File: src/hw/rtl/lsfg_pkg.sv
package lsfg_pkg;

  localparam int unsigned TIME_W  = 48;
  localparam int unsigned DELTA_W = 32;
  localparam int unsigned FREQ_W  = 22;
  localparam int unsigned LOAD_W  = 7;
  localparam int unsigned STEPS_W = 2;

  // quotient bits of the load divider: load never exceeds 100
  localparam int unsigned QBITS   = 7;
  localparam int unsigned QCNT_W  = $clog2(QBITS);
  localparam int unsigned PCT     = 100;
  // 100 * delta fits in delta width plus seven bits
  localparam int unsigned NUM_W   = DELTA_W + 7;

  localparam int unsigned STEP_KHZ = 100000;

  localparam int unsigned ADDR_W  = 5;
  localparam int unsigned DATA_W  = 32;

  typedef enum logic [2:0] {
    REG_RESPONSIVE_FREQ    = 3'd0,
    REG_UP_LOAD_LOW_FREQ   = 3'd1,
    REG_DOWN_LOAD_LOW_FREQ = 3'd2,
    REG_UP_LOAD            = 3'd3,
    REG_DOWN_LOAD          = 3'd4,
    REG_UP_STEPS           = 3'd5,
    REG_DOWN_STEPS         = 3'd6
  } reg_idx_t;

  localparam logic [FREQ_W-1:0]  RST_RESPONSIVE_FREQ    = FREQ_W'(1134000);
  localparam logic [LOAD_W-1:0]  RST_UP_LOAD_LOW_FREQ   = LOAD_W'(70);
  localparam logic [LOAD_W-1:0]  RST_DOWN_LOAD_LOW_FREQ = LOAD_W'(70);
  localparam logic [LOAD_W-1:0]  RST_UP_LOAD            = LOAD_W'(70);
  localparam logic [LOAD_W-1:0]  RST_DOWN_LOAD          = LOAD_W'(70);
  localparam logic [STEPS_W-1:0] RST_UP_STEPS           = STEPS_W'(1);
  localparam logic [STEPS_W-1:0] RST_DOWN_STEPS         = STEPS_W'(2);

  typedef struct packed {
    logic [FREQ_W-1:0]  responsive_freq;
    logic [LOAD_W-1:0]  up_load_low_freq;
    logic [LOAD_W-1:0]  down_load_low_freq;
    logic [LOAD_W-1:0]  up_load;
    logic [LOAD_W-1:0]  down_load;
    logic [STEPS_W-1:0] up_steps;
    logic [STEPS_W-1:0] down_steps;
  } cfg_t;

  typedef struct packed {
    logic [TIME_W-1:0] wall_total;
    logic [TIME_W-1:0] idle_total;
    logic [FREQ_W-1:0] cur_freq;
    logic [FREQ_W-1:0] freq_floor;
    logic [FREQ_W-1:0] freq_ceil;
  } in_t;

  typedef struct packed {
    logic              evaluated;
    logic [LOAD_W-1:0] load_pct;
    logic [FREQ_W-1:0] target_freq;
    logic              change_req;
  } out_t;

  typedef struct packed {
    logic              capture;
    logic              mul;
    logic              div_step;
    logic [QCNT_W-1:0] div_bit;
    logic              finish;
  } cmd_t;

endpackage

File: src/hw/rtl/lsfg_ctrl.sv
module lsfg_ctrl (
  input  logic               clk,
  input  logic               rst,
  input  logic               in_valid,
  output logic               in_stall,
  output logic               out_valid,
  input  logic               out_stall,
  output lsfg_pkg::cmd_t     cmd
);

  typedef enum logic [1:0] {
    S_IDLE,
    S_MUL,
    S_DIV,
    S_DEC
  } state_t;

  state_t                         state;
  logic [lsfg_pkg::QCNT_W-1:0]    bit_cnt;
  logic                           out_free;

  assign out_free = !out_valid || !out_stall;
  assign in_stall = (state != S_IDLE);

  always_comb begin
    cmd          = '0;
    cmd.capture  = (state == S_IDLE) && in_valid;
    cmd.mul      = (state == S_MUL);
    cmd.div_step = (state == S_DIV);
    cmd.div_bit  = bit_cnt;
    cmd.finish   = (state == S_DEC) && out_free;
  end

  always_ff @(posedge clk) begin
    if (rst) begin
      state     <= S_IDLE;
      bit_cnt   <= '0;
      out_valid <= 1'b0;
    end else begin
      if ((state == S_DEC) && out_free) begin
        out_valid <= 1'b1;
      end else if (out_valid && !out_stall) begin
        out_valid <= 1'b0;
      end
      case (state)
        S_IDLE: begin
          if (in_valid) begin
            state <= S_MUL;
          end
        end
        S_MUL: begin
          bit_cnt <= lsfg_pkg::QCNT_W'(lsfg_pkg::QBITS - 1);
          state   <= S_DIV;
        end
        S_DIV: begin
          if (bit_cnt == '0) begin
            state <= S_DEC;
          end else begin
            bit_cnt <= bit_cnt - 1'b1;
          end
        end
        S_DEC: begin
          // hold the result until the output register can take it
          if (out_free) begin
            state <= S_IDLE;
          end
        end
        default: begin
          state <= S_IDLE;
        end
      endcase
    end
  end

endmodule

File: src/hw/rtl/lsfg_dp.sv
module lsfg_dp (
  input  logic             clk,
  input  logic             rst,
  input  lsfg_pkg::cmd_t   cmd,
  input  lsfg_pkg::in_t    in_data,
  input  lsfg_pkg::cfg_t   cfg,
  output lsfg_pkg::out_t   out_data
);

  localparam int unsigned FW = lsfg_pkg::FREQ_W;

  logic [lsfg_pkg::TIME_W-1:0]  prev_wall;
  logic [lsfg_pkg::TIME_W-1:0]  prev_idle;
  logic [lsfg_pkg::DELTA_W-1:0] dw;
  logic [lsfg_pkg::DELTA_W-1:0] di;
  logic [FW-1:0]                cur;
  logic [FW-1:0]                lo;
  logic [FW-1:0]                hi;
  logic                         eval;
  logic                         eq;
  logic [lsfg_pkg::NUM_W-1:0]   rem;
  logic [lsfg_pkg::QBITS-1:0]   quo;

  logic [lsfg_pkg::NUM_W-1:0]   dsh;
  logic [lsfg_pkg::LOAD_W-1:0]  load;
  logic [lsfg_pkg::LOAD_W-1:0]  up_th;
  logic [lsfg_pkg::LOAD_W-1:0]  dn_th;
  logic [FW:0]                  up_amt;
  logic [FW:0]                  dn_amt;
  logic [FW:0]                  raised;
  logic [FW:0]                  lowered;
  logic [FW-1:0]                next_up;
  logic [FW-1:0]                next_dn;
  logic [FW-1:0]                freq_sel;
  logic                         rise;
  logic                         fall;

  // divisor aligned to the quotient bit under test
  assign dsh = lsfg_pkg::NUM_W'(dw) << cmd.div_bit;

  always_comb begin
    if (!eval) begin
      load = '0;
    end else if (eq) begin
      load = lsfg_pkg::LOAD_W'(1);
    end else begin
      load = quo;
    end

    if (cur < cfg.responsive_freq) begin
      up_th = cfg.up_load_low_freq;
      dn_th = cfg.down_load_low_freq;
    end else begin
      up_th = cfg.up_load;
      dn_th = cfg.down_load;
    end

    up_amt  = (FW+1)'(cfg.up_steps) * (FW+1)'(lsfg_pkg::STEP_KHZ);
    dn_amt  = (FW+1)'(cfg.down_steps) * (FW+1)'(lsfg_pkg::STEP_KHZ);
    raised  = {1'b0, cur} + up_amt;
    lowered = {1'b0, cur} - dn_amt;

    next_up = (raised > {1'b0, hi}) ? hi : raised[FW-1:0];
    // saturate at the floor, also when the step would go below zero
    next_dn = (({1'b0, cur} > dn_amt) && (lowered[FW-1:0] > lo)) ? lowered[FW-1:0] : lo;

    rise = (load >= up_th) && (cur < hi);
    fall = (load < dn_th) && (cur > lo);

    if (!eval) begin
      freq_sel = cur;
    end else if (rise) begin
      freq_sel = next_up;
    end else if (fall) begin
      freq_sel = next_dn;
    end else begin
      freq_sel = cur;
    end
  end

  always_ff @(posedge clk) begin
    if (rst) begin
      prev_wall <= '0;
      prev_idle <= '0;
    end else if (cmd.capture) begin
      prev_wall <= in_data.wall_total;
      prev_idle <= in_data.idle_total;
    end
  end

  always_ff @(posedge clk) begin
    if (cmd.capture) begin
      dw  <= in_data.wall_total[lsfg_pkg::DELTA_W-1:0] - prev_wall[lsfg_pkg::DELTA_W-1:0];
      di  <= in_data.idle_total[lsfg_pkg::DELTA_W-1:0] - prev_idle[lsfg_pkg::DELTA_W-1:0];
      cur <= in_data.cur_freq;
      lo  <= in_data.freq_floor;
      hi  <= in_data.freq_ceil;
    end
    if (cmd.mul) begin
      eval <= (dw >= di);
      eq   <= (dw == di);
      rem  <= lsfg_pkg::NUM_W'(dw - di) * lsfg_pkg::NUM_W'(lsfg_pkg::PCT);
      quo  <= '0;
    end
    if (cmd.div_step) begin
      if (rem >= dsh) begin
        rem              <= rem - dsh;
        quo[cmd.div_bit] <= 1'b1;
      end
    end
    if (cmd.finish) begin
      out_data.evaluated   <= eval;
      out_data.load_pct    <= load;
      out_data.target_freq <= freq_sel;
      out_data.change_req  <= (freq_sel != cur);
    end
  end

endmodule

File: src/hw/rtl/load_stepped_frequency_governor_top.sv
// Stepped load governor: each input beat carries cumulative wall and idle
// times plus the current frequency and policy limits; the block forms 32-bit
// deltas against the previous sample, computes the load percent and returns one
// result beat with the target frequency. An accepted sample passes through a
// capture, a multiply, the restoring load divider, which resolves one quotient
// bit per cycle, and a decision step that loads its result register; the next
// sample is taken only once that result has moved into the output register.
// A finished result sits in an output register, so a stalled output
// does not hold off the next sample until that sample's own result is ready.
// The user must write thresholds and step counts over the register port only
// while idle; the block itself does not enforce it.
module load_stepped_frequency_governor_top (
  input  logic                           clk,
  input  logic                           rst,
  input  logic                           in_valid,
  output logic                           in_stall,
  input  lsfg_pkg::in_t                  in_data,
  output logic                           out_valid,
  input  logic                           out_stall,
  output lsfg_pkg::out_t                 out_data,
  input  logic                           psel,
  input  logic                           penable,
  input  logic                           pwrite,
  input  logic [lsfg_pkg::ADDR_W-1:0]    paddr,
  input  logic [lsfg_pkg::DATA_W-1:0]    pwdata,
  output logic [lsfg_pkg::DATA_W-1:0]    prdata,
  output logic                           pready
);

  lsfg_pkg::cfg_t    cfg;
  lsfg_pkg::cmd_t    cmd;
  lsfg_pkg::reg_idx_t reg_idx;
  logic              wr_en;

  assign pready  = 1'b1;
  assign wr_en   = psel && penable && pwrite && pready;
  assign reg_idx = lsfg_pkg::reg_idx_t'(paddr[lsfg_pkg::ADDR_W-1:2]);

  always_ff @(posedge clk) begin
    if (rst) begin
      cfg.responsive_freq    <= lsfg_pkg::RST_RESPONSIVE_FREQ;
      cfg.up_load_low_freq   <= lsfg_pkg::RST_UP_LOAD_LOW_FREQ;
      cfg.down_load_low_freq <= lsfg_pkg::RST_DOWN_LOAD_LOW_FREQ;
      cfg.up_load            <= lsfg_pkg::RST_UP_LOAD;
      cfg.down_load          <= lsfg_pkg::RST_DOWN_LOAD;
      cfg.up_steps           <= lsfg_pkg::RST_UP_STEPS;
      cfg.down_steps         <= lsfg_pkg::RST_DOWN_STEPS;
    end else if (wr_en) begin
      case (reg_idx)
        lsfg_pkg::REG_RESPONSIVE_FREQ:
          cfg.responsive_freq <= pwdata[lsfg_pkg::FREQ_W-1:0];
        lsfg_pkg::REG_UP_LOAD_LOW_FREQ:
          cfg.up_load_low_freq <= pwdata[lsfg_pkg::LOAD_W-1:0];
        lsfg_pkg::REG_DOWN_LOAD_LOW_FREQ:
          cfg.down_load_low_freq <= pwdata[lsfg_pkg::LOAD_W-1:0];
        lsfg_pkg::REG_UP_LOAD:
          cfg.up_load <= pwdata[lsfg_pkg::LOAD_W-1:0];
        lsfg_pkg::REG_DOWN_LOAD:
          cfg.down_load <= pwdata[lsfg_pkg::LOAD_W-1:0];
        lsfg_pkg::REG_UP_STEPS:
          cfg.up_steps <= pwdata[lsfg_pkg::STEPS_W-1:0];
        lsfg_pkg::REG_DOWN_STEPS:
          cfg.down_steps <= pwdata[lsfg_pkg::STEPS_W-1:0];
        default: begin
        end
      endcase
    end
  end

  always_comb begin
    case (reg_idx)
      lsfg_pkg::REG_RESPONSIVE_FREQ:
        prdata = lsfg_pkg::DATA_W'(cfg.responsive_freq);
      lsfg_pkg::REG_UP_LOAD_LOW_FREQ:
        prdata = lsfg_pkg::DATA_W'(cfg.up_load_low_freq);
      lsfg_pkg::REG_DOWN_LOAD_LOW_FREQ:
        prdata = lsfg_pkg::DATA_W'(cfg.down_load_low_freq);
      lsfg_pkg::REG_UP_LOAD:
        prdata = lsfg_pkg::DATA_W'(cfg.up_load);
      lsfg_pkg::REG_DOWN_LOAD:
        prdata = lsfg_pkg::DATA_W'(cfg.down_load);
      lsfg_pkg::REG_UP_STEPS:
        prdata = lsfg_pkg::DATA_W'(cfg.up_steps);
      lsfg_pkg::REG_DOWN_STEPS:
        prdata = lsfg_pkg::DATA_W'(cfg.down_steps);
      default:
        prdata = '0;
    endcase
  end

  lsfg_ctrl u_ctrl (
    .clk       (clk),
    .rst       (rst),
    .in_valid  (in_valid),
    .in_stall  (in_stall),
    .out_valid (out_valid),
    .out_stall (out_stall),
    .cmd       (cmd)
  );

  lsfg_dp u_dp (
    .clk      (clk),
    .rst      (rst),
    .cmd      (cmd),
    .in_data  (in_data),
    .cfg      (cfg),
    .out_data (out_data)
  );

  // a sample in work blocks the input side on the following cycle
  a_busy_after_accept: assert property (@(posedge clk) disable iff (rst)
    in_valid && !in_stall |=> in_stall)
    else $error("input taken while a sample is in work");

  // a sample with no decision reports zero load and no change
  a_no_eval_quiet: assert property (@(posedge clk) disable iff (rst)
    out_valid && !out_data.evaluated |-> out_data.load_pct == '0 && !out_data.change_req)
    else $error("unevaluated result carries a decision");

  // the load percent never exceeds one hundred
  a_load_range: assert property (@(posedge clk) disable iff (rst)
    out_valid |-> out_data.load_pct <= lsfg_pkg::LOAD_W'(lsfg_pkg::PCT))
    else $error("load percent out of range");

  // the result is only loaded into a free output register
  a_no_overwrite: assert property (@(posedge clk) disable iff (rst)
    out_valid && out_stall |=> out_valid && $stable(out_data))
    else $error("stalled result overwritten");

endmodule

File: config.mk
export PLATFORM = sky130hd
export DESIGN_NAME = load_stepped_frequency_governor_top
export DESIGN_NICKNAME = d
export VERILOG_FILES = /design/src/hw/rtl/lsfg_pkg.sv /design/src/hw/rtl/lsfg_ctrl.sv /design/src/hw/rtl/lsfg_dp.sv /design/src/hw/rtl/load_stepped_frequency_governor_top.sv
export SDC_FILE = /design/constraint.sdc
export NUM_CORES = 1
export LEC_CHECK = 0
export BUFFER_PORTS_ARGS = -buffer_cell sky130_fd_sc_hd__buf_2
export CAP_MARGIN = 20
export CORE_ASPECT_RATIO = 1.75
export CORE_MARGIN = 2
export CORE_UTILIZATION = 25
export DETAILED_ROUTE_END_ITERATION = 12
export SLEW_MARGIN = 10
export SYNTH_ARGS = -nofsm -noshare
export SYNTH_HDL_FRONTEND = slang
export SYNTH_HIERARCHICAL = 1
export SYNTH_SLANG_ARGS = --single-unit
File: constraint.sdc
create_clock -name clk -period 8.4 [get_ports clk]
set_input_delay 0.84 -clock clk [delete_from_list [all_inputs] [get_ports clk]]
set_output_delay 0.84 -clock clk [all_outputs]
set_load 0.02 [all_outputs]
== After elaboration in Yosys (flattened, before gate mapping) ==
Index checks and enable logic that the tools add are counted.
Storage, ports and cells
  flip-flop bits (word level): 333
  output and inout port bits: 66
  logic and storage cells: 117
Operators by class
  add/sub/neg operators: 7
  multipliers: 3
  magnitude comparators: 12
  eq/ne operators: 15
  shift operators: 1
  mux-type cells: 26
  bitwise operators: 1
  reductions and logical operators: 27
Operators by type and width (count)
  $pmux W22 S7: 1
  $mux W39: 3
  $mux W22: 5
  $sub A32 B32 Y32: 2
  $mux W7: 7
  $gt A22 B22 Y1: 2
  $lt A22 B22 Y1: 2
  $ge A39 B39 Y1: 1
  $mul A39 B5 Y37 const B: 1
  $shl A32 B3 Y39: 1
  $sub A39 B39 Y39: 1
  $sub A32 B32 Y33: 1
  $eq A32 B32 Y1: 1
  $ge A32 B32 Y1: 1
  $mul A2 B12 Y14 const B: 2
  $add A22 B19 Y23: 1
  $gt A23 B22 Y1: 1
  $gt A22 B19 Y1: 1
  $ne A22 B22 Y1: 1
  $sub A22 B19 Y22: 1
  $reduce_and A2 Y1: 8
  $eq A3 B3 Y1 const B: 3
  $logic_and A1 B1 Y1: 9
  $pmux W2 S4: 1
  other kinds (23): 35

== Logic depth before layout (Yosys ltp) ==
  depth after elaboration: 9
  mapped depth: 31
  mapped depth without buffers: 31

== Modules after synthesis ==
The synthesis kept the hierarchy.
By module, submodules not included
  lsfg_dp: instances 1, cells each 2932, area each 26205.1 um^2, sequential area each 7096.8 um^2
  load_stepped_frequency_governor_top: instances 1, cells each 319, area each 2786.4 um^2, sequential area each 1081.0 um^2
  lsfg_ctrl: instances 1, cells each 41, area each 366.6 um^2, sequential area each 120.1 um^2

== Least setup slack after synthesis ==
Ideal clock, no wire load.
  kind: register to register
  from: reg u_dp/dw[7] (netlist name)
  to: reg u_dp/rem[36] (netlist name)
  data arrival time: 6.042 ns
  data required time: 8.270 ns
  setup slack: 2.228 ns
  stages on the path, launching flop included: 27
  clock period less this slack: 6.172 ns
  path through: edfxtp_1 ha_1 a21o_1 nor2b_1 a2111oi_4 a21oi_1 o31a_1 a211o_1 a221o_1 a21o_1 a21o_1 xor2_1 ha_1 ha_1 inv_1 fa_1 inv_1 ha_1 a21o_1 or3b_2 o221ai_1 a21oi_1 a21oi_1 xnor2_1 mux2_2 nand2_1 o21ai_0
Between the ends
  word-level cells in the longest chain between the ends: 5
  elaborated cells on any way between the ends: 8
  those cells by class: add/sub (2); mul (1); order compare (1); shift (1); mux (3)
RTL lines
  start, declared: RTL line lsfg_dp.sv:14  | logic [lsfg_pkg::DELTA_W-1:0] dw;
  start signal, assigned: RTL line lsfg_dp.sv:93  | dw <= in_data.wall_total[lsfg_pkg::DELTA_W-1:0] - prev_wall[lsfg_pkg::DELTA_W-1:0];
  $sub A32 B32 Y33: RTL line lsfg_dp.sv:102  | rem <= lsfg_pkg::NUM_W'(dw - di) * lsfg_pkg::NUM_W'(lsfg_pkg::PCT);
  $mul A39 B5 Y37: RTL line lsfg_dp.sv:102
  $mux W39: RTL line lsfg_dp.sv:99  | if (cmd.mul) begin
  $mux W39: RTL line lsfg_dp.sv:106  | if (rem >= dsh) begin
  $mux W39 (*): RTL line lsfg_dp.sv:105  | if (cmd.div_step) begin
  end signal, assigned: RTL line lsfg_dp.sv:102
  end signal, assigned: RTL line lsfg_dp.sv:107  | rem <= rem - dsh;
  end, declared: RTL line lsfg_dp.sv:21  | logic [lsfg_pkg::NUM_W-1:0] rem;
Every way passes the cells marked *; elsewhere a longest branch is shown, timed or not.
A chain may end at the register's enable or synchronous reset.

== Worst setup path in the final report ==
  from: reg u_dp/dw[1] (netlist name)
  to: reg u_dp/rem[36] (netlist name)
The elaborated chain is that of the path after synthesis.

==> impl_metrics.tcl <==
set metrics [dict create \
    finalWirelength_um 92600 \
    cts_resized 0 \
    fmaxAchievable_mhz 136 \
    cp_slowest_stage_delay_ns 0.58 \
    drc 0 \
    reg2reg_depth 29 \
    maxCapViolCount 0 \
    ys_seq_area_share_pct 28.3 \
    pin_count 272 \
    clk_pin_slew_ns 0.07 \
    antenna_found_initial 4 \
    holdCritPathClass "input pin to flip-flop" \
    start_util_pct 25.2 \
    path_delay_family "compound AO/OA/AOI/OAI gates" \
    setup_violations 0 \
    cts_buffers 41 \
    num_rows 166 \
    post-place-ws_ns 1.11 \
    synth_area_um2 29400 \
    tightest_slew_ns 1.09 \
    yosys.area.top_type "edfxtp_1" \
    timing.rr.start "u_dp/dw[1]" \
    cts_setup_buffers 0 \
    ys_ff_latch 333 \
    regArea_um2 8300 \
    fin_crit_ns 7.38 \
    drt.antenna.violating_nets 0 \
    path_depth 29 \
    ys_top_cells_by_count "inv_1, ha_1, nor2_1" \
    cts.path.max_buffers 3 \
    yosysMostFrequentCell "inv_1" \
    finalCritPeriodShare_pct 87.8 \
    synth_cells 3292 \
    gp_congestion 1.00 \
    path_max_fanout 5 \
    drv_slew 0 \
    ys.flop_type "dfxtp_1" \
    status "complete, no violations" \
    cts_root_buffer "clkbuf_16" \
    multiInputGateArea_um2 19000 \
    setup-tns-final_ns 0 \
    drive_gt1_share_pct 11.5 \
    yosys_warnings 6 \
    cpMaxStageDelayCell "o21ai_0" \
    cts_tree "built" \
    rsz0062_at_grt "no" \
    slew_headroom_pct 26.8 \
    overflow 0 \
    die_w_um 263 \
    grt_usage_pct 15.0 \
    htreeDepth 2 \
    finClkSkew_ns 0.0295 \
    place.detailed.hpwl_um 73500 \
    hold_viol_final 0 \
    synth_area_leaders "edfxtp_1, ha_1, dfxtp_1" \
    hold_depth 1 \
    yosysTopAreaCellShare_pct 16.7 \
    wl_per_cell_um 18.4 \
    insertion_delay_ns 0.59 \
    die_y_um 457 \
    die-area_um2 120000 \
    synth_cell_type_count 101 \
    antenna_cells 0 \
    vias_per_cell 4.94 \
    clkSinkCount 333 \
    grt_pass1_vias 25100 \
    grt_max_degree 137 \
    crit_type "flip-flop to flip-flop" \
    r2r_end "u_dp/rem[36]" \
    reg2reg_slack_ns 1.02 \
    avgSynthCellArea_um2 8.92 \
    first_pass_iters 7 \
    synth-edff-count 163 \
    end_kind "flip-flop" \
    arrival_ns 7.83 \
    ctsHoldBuffers 0 \
    fin_nets 4095 \
    routed-via-count 24800 \
    port_buffers 216 \
    required_ns 8.85 \
    crit_buf_inv 2 \
    fill_cells 12500 \
    async_reset_ff_share_pct 0 \
    start_kind "flip-flop" \
    core_area_um2 117000 \
    grt_pass1_wl_um 141000 \
    syn_to_final_growth_pct 14.1 \
    drt_iter0_markers 1633 \
    setup_ws_ns 1.02 \
    hold_path_end "u_dp/lo[14]" \
    worstHoldStart "in_data[36]" \
]
-- cell families after synthesis --
kind of cell               count (synthesis)  share of synthesized area [%]
DFF                                      333                           28.3
muxes                                    224                           8.72
xor gates and xnor gates                 193                           5.76
AOI/OAI and AO/OA                        815                           18.0
buffers and inverters                    523                           7.31
and+or+nand+nor                          792                           13.5
adders and majority gates                410                           18.4
other                                      2                         0.0256
-- stage by stage --
stage               area [um2]  hold slack (ns)  util (%)  cells
global route             33500            0.392      28.7   5023
floorplan                29400            0.438         -   3301
CTS                      33500            0.382      28.7   5023
global placement         32100            0.457      27.5   4948
finish                   33500            0.426      28.7   5023
detailed placement       32100            0.468      27.5   4948
-- per-layer routing --
metal  GRT usage (%)  part of all wire, %  up-vias
li1                -                    -    12100
met1            14.5                   36    11700
met2            28.9                   52      725
met3            2.52                  4.9      233
met4            9.66                  7.0        6
met5               0                0.041        -
-- worst register-to-register path, delay by kind of cell (launching register included) --
| family | cells | cell delay [ns] |
|---|---|---|
| AO/OA/AOI/OAI | 11 | 2.70 |
| AND/OR/NAND/NOR | 9 | 1.87 |
| adder cells (fa/ha/maj) | 5 | 1.73 |
| flip-flops | 1 | 0.46 |
| multiplexers | 1 | 0.27 |
| XOR/XNOR | 1 | 0.14 |
| buffers and inverters | 2 | 0.09 |
-- worst max path at each step --
stage                          start  slack [ns]           end
after floorplan           u_dp/dw[7]        2.23  u_dp/rem[36]
after global placement    u_dp/dw[0]        1.16  u_dp/rem[36]
after detailed placement  u_dp/dw[0]        1.11  u_dp/rem[36]
after CTS                 u_dp/dw[1]        1.10  u_dp/rem[35]
after global routing      u_dp/dw[1]        0.58  u_dp/rem[36]
final                     u_dp/dw[1]        1.02  u_dp/rem[36]
-- registers in the layout (all words and copies together) (netlist names), 22 cells and up --
signal          flops
u_dp/lo            22
u_dp/prev_idle     32
u_dp/prev_wall     32
u_dp/dw            32
u_dp/cur           22
u_dp/hi            22
cfg                54
u_dp/out_data      31
u_dp/rem           39
u_dp/di            32
-- cell usage in the layout, fill, tap and decap left out, types with 14 or more instances in the layout --
cell       synthesis  final
a211oi_1          21     21
a21boi_0          15     14
a21o_1            92     92
a21oi_1          228    228
a22o_1            14     14
a31oi_1           21     21
and2_1            24     23
and3_1            30     30
and4_1            14     14
buf_2             26    215
buf_4             14     38
clkbuf_16          0     42
dfxtp_1          170    168
edfxtp_1         163    163
fa_1              38     38
ha_1             372    371
inv_1            402    402
mux2i_1          190    190
mux4_2            24     24
nand2_1          156    156
nand2b_1          43     43
nand3_1           75     75
nand4_1           29     29
nor2_1           244    244
nor2b_1           50     50
nor3_1            40     40
o211ai_1          22     22
o21a_1            32     32
o21ai_0          142    141
o21ai_1           47     47
o21bai_1          15     15
o22ai_1           30     30
o31ai_1           17     17
or3_1             27     27
xnor2_1          123    123
xor2_1            70     70
-- layout make-up --
cell class | count | area share [%]
Timing Repair Buffer | 255 | 4.18
Clock buffer | 51 | 3.30
Clock inverter | 24 | 0.937
Sequential cell | 333 | 24.8
Tap cell | 1512 | 5.65
Multi-Input combinational cell | 2445 | 56.6
Inverter | 403 | 4.52
Power is not shown: default switching activity piles up to over one toggle a cycle in this logic, so the estimate is an artifact.
